### src/hw/rtl/cra_pkg.sv
package cra_pkg;

  localparam int TAG_W  = 32;
  localparam int SIZE_W = 21;
  localparam int ACT_W  = 2;
  localparam int FIT_W  = 2;
  localparam int STAT_W = 2;

  localparam logic [SIZE_W-1:0] MSIZE_RESET = 21'd1048576;

  localparam logic [ACT_W-1:0] ACT_REQUEST = 2'd0;
  localparam logic [ACT_W-1:0] ACT_RELEASE = 2'd1;
  localparam logic [ACT_W-1:0] ACT_COMPACT = 2'd2;
  localparam logic [ACT_W-1:0] ACT_REPORT  = 2'd3;

  localparam logic [FIT_W-1:0] FIT_BEST  = 2'd1;
  localparam logic [FIT_W-1:0] FIT_WORST = 2'd2;

  localparam logic [STAT_W-1:0] ST_OK        = 2'd0;
  localparam logic [STAT_W-1:0] ST_NO_FIT    = 2'd1;
  localparam logic [STAT_W-1:0] ST_NOT_FOUND = 2'd2;
  localparam logic [STAT_W-1:0] ST_FULL      = 2'd3;

  typedef enum logic [2:0] {
    OP_HOLD,
    OP_ROTATE,
    OP_INIT,
    OP_WRITE,
    OP_SQ_EVEN,
    OP_SQ_ODD
  } cell_op_t;

  typedef struct packed {
    cell_op_t op;
    logic     b_en;
    logic     kill2;
    logic     shift;
  } cell_cmd_t;

endpackage

### src/hw/rtl/cra_cell.sv
module cra_cell #(
  parameter int N   = 2,
  parameter int EW  = 8,
  parameter int IDX = 0
) (
  input  logic                 clk,
  input  logic                 rst_n,
  input  cra_pkg::cell_cmd_t   cmd,
  input  logic [$clog2(N)-1:0] k,
  input  logic [EW-1:0]        a,
  input  logic [EW-1:0]        b,
  input  logic [EW-1:0]        left,
  input  logic [EW-1:0]        right,
  output logic [EW-1:0]        q
);

  localparam int KW = $clog2(N);
  localparam logic [KW:0] ME    = (KW+1)'(IDX);
  localparam logic [KW:0] ONE   = (KW+1)'(1);
  localparam logic [KW:0] TWO   = (KW+1)'(2);
  localparam bit          HAS_L = (IDX > 0);
  localparam bit          HAS_R = (IDX < N-1);
  localparam bit          PAR   = (IDX % 2) == 1;

  logic          v_r;
  logic [EW-2:0] pay_r;
  logic [EW-1:0] cur;
  logic [EW-1:0] q_nxt;
  logic [KW:0]   kx;
  logic          phase;

  assign cur   = {v_r, pay_r};
  assign q     = cur;
  assign kx    = {1'b0, k};
  assign phase = (cmd.op == cra_pkg::OP_SQ_ODD);

  always_comb begin
    q_nxt = cur;
    case (cmd.op)
      cra_pkg::OP_ROTATE: q_nxt = right;
      cra_pkg::OP_INIT: begin
        q_nxt = (IDX == 0) ? a : '0;
      end
      cra_pkg::OP_WRITE: begin
        if (ME == kx) begin
          q_nxt = a;
        end else if (ME == kx + ONE && cmd.b_en) begin
          q_nxt = b;
        end else if (ME == kx + TWO && cmd.kill2) begin
          q_nxt = '0;
        end else if (ME > kx + ONE && cmd.shift) begin
          q_nxt = left;
        end
      end
      cra_pkg::OP_SQ_EVEN, cra_pkg::OP_SQ_ODD: begin
        if (PAR == phase) begin
          if (HAS_R && !v_r && right[EW-1]) q_nxt = right;
        end else begin
          if (HAS_L && !left[EW-1] && v_r) q_nxt = left;
        end
      end
      default: q_nxt = cur;
    endcase
  end

  always_ff @(posedge clk) begin
    if (!rst_n) begin
      v_r <= 1'b0;
    end else begin
      v_r <= q_nxt[EW-1];
    end
  end

  always_ff @(posedge clk) begin
    pay_r <= q_nxt[EW-2:0];
  end

endmodule

### config.mk
export PLATFORM = sky130hd
export DESIGN_NAME = cra_cell
export DESIGN_NICKNAME = d
export VERILOG_FILES = /design/src/hw/rtl/cra_pkg.sv /design/src/hw/rtl/cra_cell.sv
export SDC_FILE = /design/constraint.sdc
export NUM_CORES = 1
export LEC_CHECK = 0
export BUFFER_PORTS_ARGS = -buffer_cell sky130_fd_sc_hd__buf_2
export CORE_MARGIN = 8
export CORE_UTILIZATION = 36
export CTS_BUF_LIST = sky130_fd_sc_hd__clkbuf_16
export CTS_CLUSTER_DIAMETER = 60
export DETAILED_ROUTE_END_ITERATION = 12
export PLACE_DENSITY = 0.88
export SYNTH_ARGS = -nofsm -noshare
export SYNTH_HDL_FRONTEND = slang
export SYNTH_SLANG_ARGS = --single-unit
export TNS_END_PERCENT = 10
### constraint.sdc
create_clock -name clk -period 2.97 [get_ports clk]
set_input_delay 0.297 -clock clk [delete_from_list [all_inputs] [get_ports clk]]
set_output_delay 0.297 -clock clk [all_outputs]
set_load 0.005 [all_outputs]
==> flow_summary_export.csv <==
group,metric,value,unit
run_status,outcome,"complete, no violations",
placed_design,gp_congestion,0.709,
cells_and_area,antenna_cells,0,
yosys,synth_edf_count,7,
detailed_routing,drt-total-wl,1450,um
setup_path,cp-end-kind,"flop",
floorplan,die_h,52.2,um
cells_and_area,area_growth,57.4,%
floorplan,row_count,13,
yosys,synth_ff_type,"edfxtp_1",
setup_path,rrSetupSlack,1.58,ns
detailed_routing,ant_nets,0,
yosys,ys_seq_area_share,48.7,%
power,vdd_drop_max,0.597,mV
detailed_routing,dr.pass1.iters,4,
setup_path,crit-reg2reg-capture,"pay_r[2]",
setup_path,cp-startpoint,"cmd[3]",
clocking,post_cts_resized,0,
setup_path,rr_worst_depth,1,
power,p_per_area,582,nW/um^2
cells_and_area,nFillCells,119,
cells_and_area,fin_cells,99,
power,power_switching,86.0,uW
setup_path,r2r_start,"v_r",
detailed_routing,vias,486,
floorplan,pin_count,49,
timing,worst_slew_pin_slew,0.887,ns
yosys,syn_avg_cell_area,10.5,sq um
yosys,synth_common_cells,"nand2_1 (10), mux2i_1 (8), o21ai_0 (8), edfxtp_1 (7), or3b_1 (2)",
cells_and_area,final_core_util,58.7,%
detailed_routing,drc,0,
yosys,synth_top_area_share,44.4,%
clocking,ctsHtreeMaxLevel,1,
setup_path,crit_arrival,1.34,ns
setup_path,cp_data_required_time,2.82,ns
placed_design,placedCellCount,95,
detailed_routing,avgViaCountPerCell,4.91,
detailed_routing,wl_per_cell,14.7,um
clocking,clockBufferDepth,2,
global_route,overflow,0,
timing,worst_slew_margin_rel,40.2,%
floorplan,initial_core_util,37.3,%
global_route,grt_max_degree,18,
global_route,grt_usage,11.6,%
timing,rsz0062_at_grt,"no",
setup_path,cp_max_fo,7,
timing,setup_viol,0,
clocking,clock_sinks,8,
power,p_total,433,uW
detailed_routing,drtIter0Drc,8,
job,maxCapViolations,0,
yosys,yosys.cell_types.count,15,
clocking,post_cts_buffers,0,
cells_and_area,layout-drive-gt1-share,50.0,%
timing,hold_viol,0,
timing,finalMaxSlewViolations,0,
power,p_leak,0.393,nW
power,p_int,347,uW
clocking,clk_pin_slew,0.04,ns
clocking,cts_root_buf,"clkbuf_16",
timing,period_share,50.1,%
yosys,ys_ff_latch,8,
power,pwr-share-clk,53.0,%
clocking,numCtsBuffers,3,
timing,final.setup.tns,0,ns
placed_design,dpl-instance-area,666,sq um
yosys,syn_area,473,sq um
clocking,clock_latency,0.23,ns
yosys,synth_top_area_cell,"edfxtp_1",
cells_and_area,fin_area,744,sq um
yosys,syn-num-nets,86,
timing,clock.fmax,673,MHz
yosys,async_flop_share,0,%
timing,skew,0.00147,ns
power,seqPwrFrac,32.5,%
setup_path,crit_type,"input port to flop",
yosys,synth.most_common_cell,"nand2_1",
floorplan,die_x,52.2,um
yosys,synth_warnings,0,
power,p_sw_share,19.9,%
floorplan,dieArea,2730,sq um
yosys,syn_inst,45,
clocking,holdBufCountCts,0,
global_route,grt_antenna_before_repair,0,
setup_path,crit_end,"pay_r[2]",
cells_and_area,finalNetCount,126,
timing,finalCriticalPeriod,1.49,ns
setup_path,critPathLaunchType,"input port",
yosys,yosys-top-cells-area,"edfxtp_1 (44%), mux2i_1 (17%), o21ai_0 (8.5%)",
global_route,grt_pass1_vias,494,
global_route,grt_pass1_wl,2180,um
placed_design,portBuffers,37,
power,combPwrFrac,14.6,%
worst_hold_path,worstHoldPathType,"input port to flop",
clocking,cts_tree,"done",
floorplan,core_area,1270,sq um
-- how the worst min path moves through the flow --
| stage | start | endpoint | cells past startpoint |
|---|---|---|---|
| finish | rst_n | v_r | 2 |
| floorplan | rst_n | v_r | 1 |
| detailed placement | v_r | v_r | 2 |
| CTS | rst_n | v_r | 2 |
| global route | rst_n | v_r | 2 |
| global placement | v_r | v_r | 2 |
-- layer usage --
layer | vias to the layer above | GRT usage (%) | routed length [um]
met5 | - | 0 | 0
met4 | 0 | 11.6 | 24
met3 | 2 | 4.55 | 135
met2 | 23 | 19.6 | 794
met1 | 216 | 9.92 | 498
li1 | 245 | - | -
-- sequential cells by signal (all words and copies together), names as in the netlist --
| signal | flops |
|---|---|
| pay_r | 7 |
| v_r | 1 |
-- layout make-up --
cell class / count / area, sq um / share of cell area (%)
tap: 15 / 18.8 / 2.52
clock buffer: 3 / 75.1 / 10.1
clock inverter: 1 / 3.75 / 0.504
timing repair buffer: 37 / 185 / 24.9
sequential: 8 / 230 / 30.9
multi-input combinational: 35 / 231 / 31.1
-- cell families (layout without fill, tap and decap cells) --
logic type	Yosys count	in the layout	synth area share [%]
DFF	8	8	48.7
and+or+nand+nor	17	17	19.0
muxes	8	8	16.9
AOI/OAI and AO/OA	10	10	13.0
buffers and inverters	2	41	2.38
-- cell usage in the layout (no fill, tap or decap), drive strengths merged --
cell type  synthesis  layout
a21boi             1       1
a32o               1       1
and3               1       1
buf                1      37
clkbuf             1       3
dfxtp              1       1
edfxtp             7       7
inv                0       1
mux2i              8       8
nand2             10      10
nand2b             1       1
nand3              1       1
nor2               1       1
o21ai              8       8
or3                1       1
or3b               2       2
-- critical path, cell delays in order --
cell	delay (ns)
buf_2	0.12
nor2_1	0.12
nand3_1	0.10
o21ai_0	0.70
-- through the flow --
stage,hold WS [ns],setup WS [ns]
3_3_place_gp,0.469,1.22
2_1_floorplan,0.447,1.49
6_report,0.295,1.48
5_1_grt,0.307,1.29
4_1_cts,0.294,1.45
3_5_place_dp,0.464,1.22
-- power groups by stage --
| stage | sequential (mW) | combinational, mW | clock, mW |
|---|---|---|---|
| 3_3_place_gp | 0.142 | 0.0612 | 0 |
| 3_5_place_dp | 0.142 | 0.0637 | 0 |
| 2_1_floorplan | 0.145 | 0.0257 | 0 |
| 6_report | 0.141 | 0.0630 | 0.229 |
| 4_1_cts | 0.141 | 0.0643 | 0.232 |
| 5_1_grt | 0.142 | 0.0707 | 0.238 |
Power figures use the tool's default switching activity.
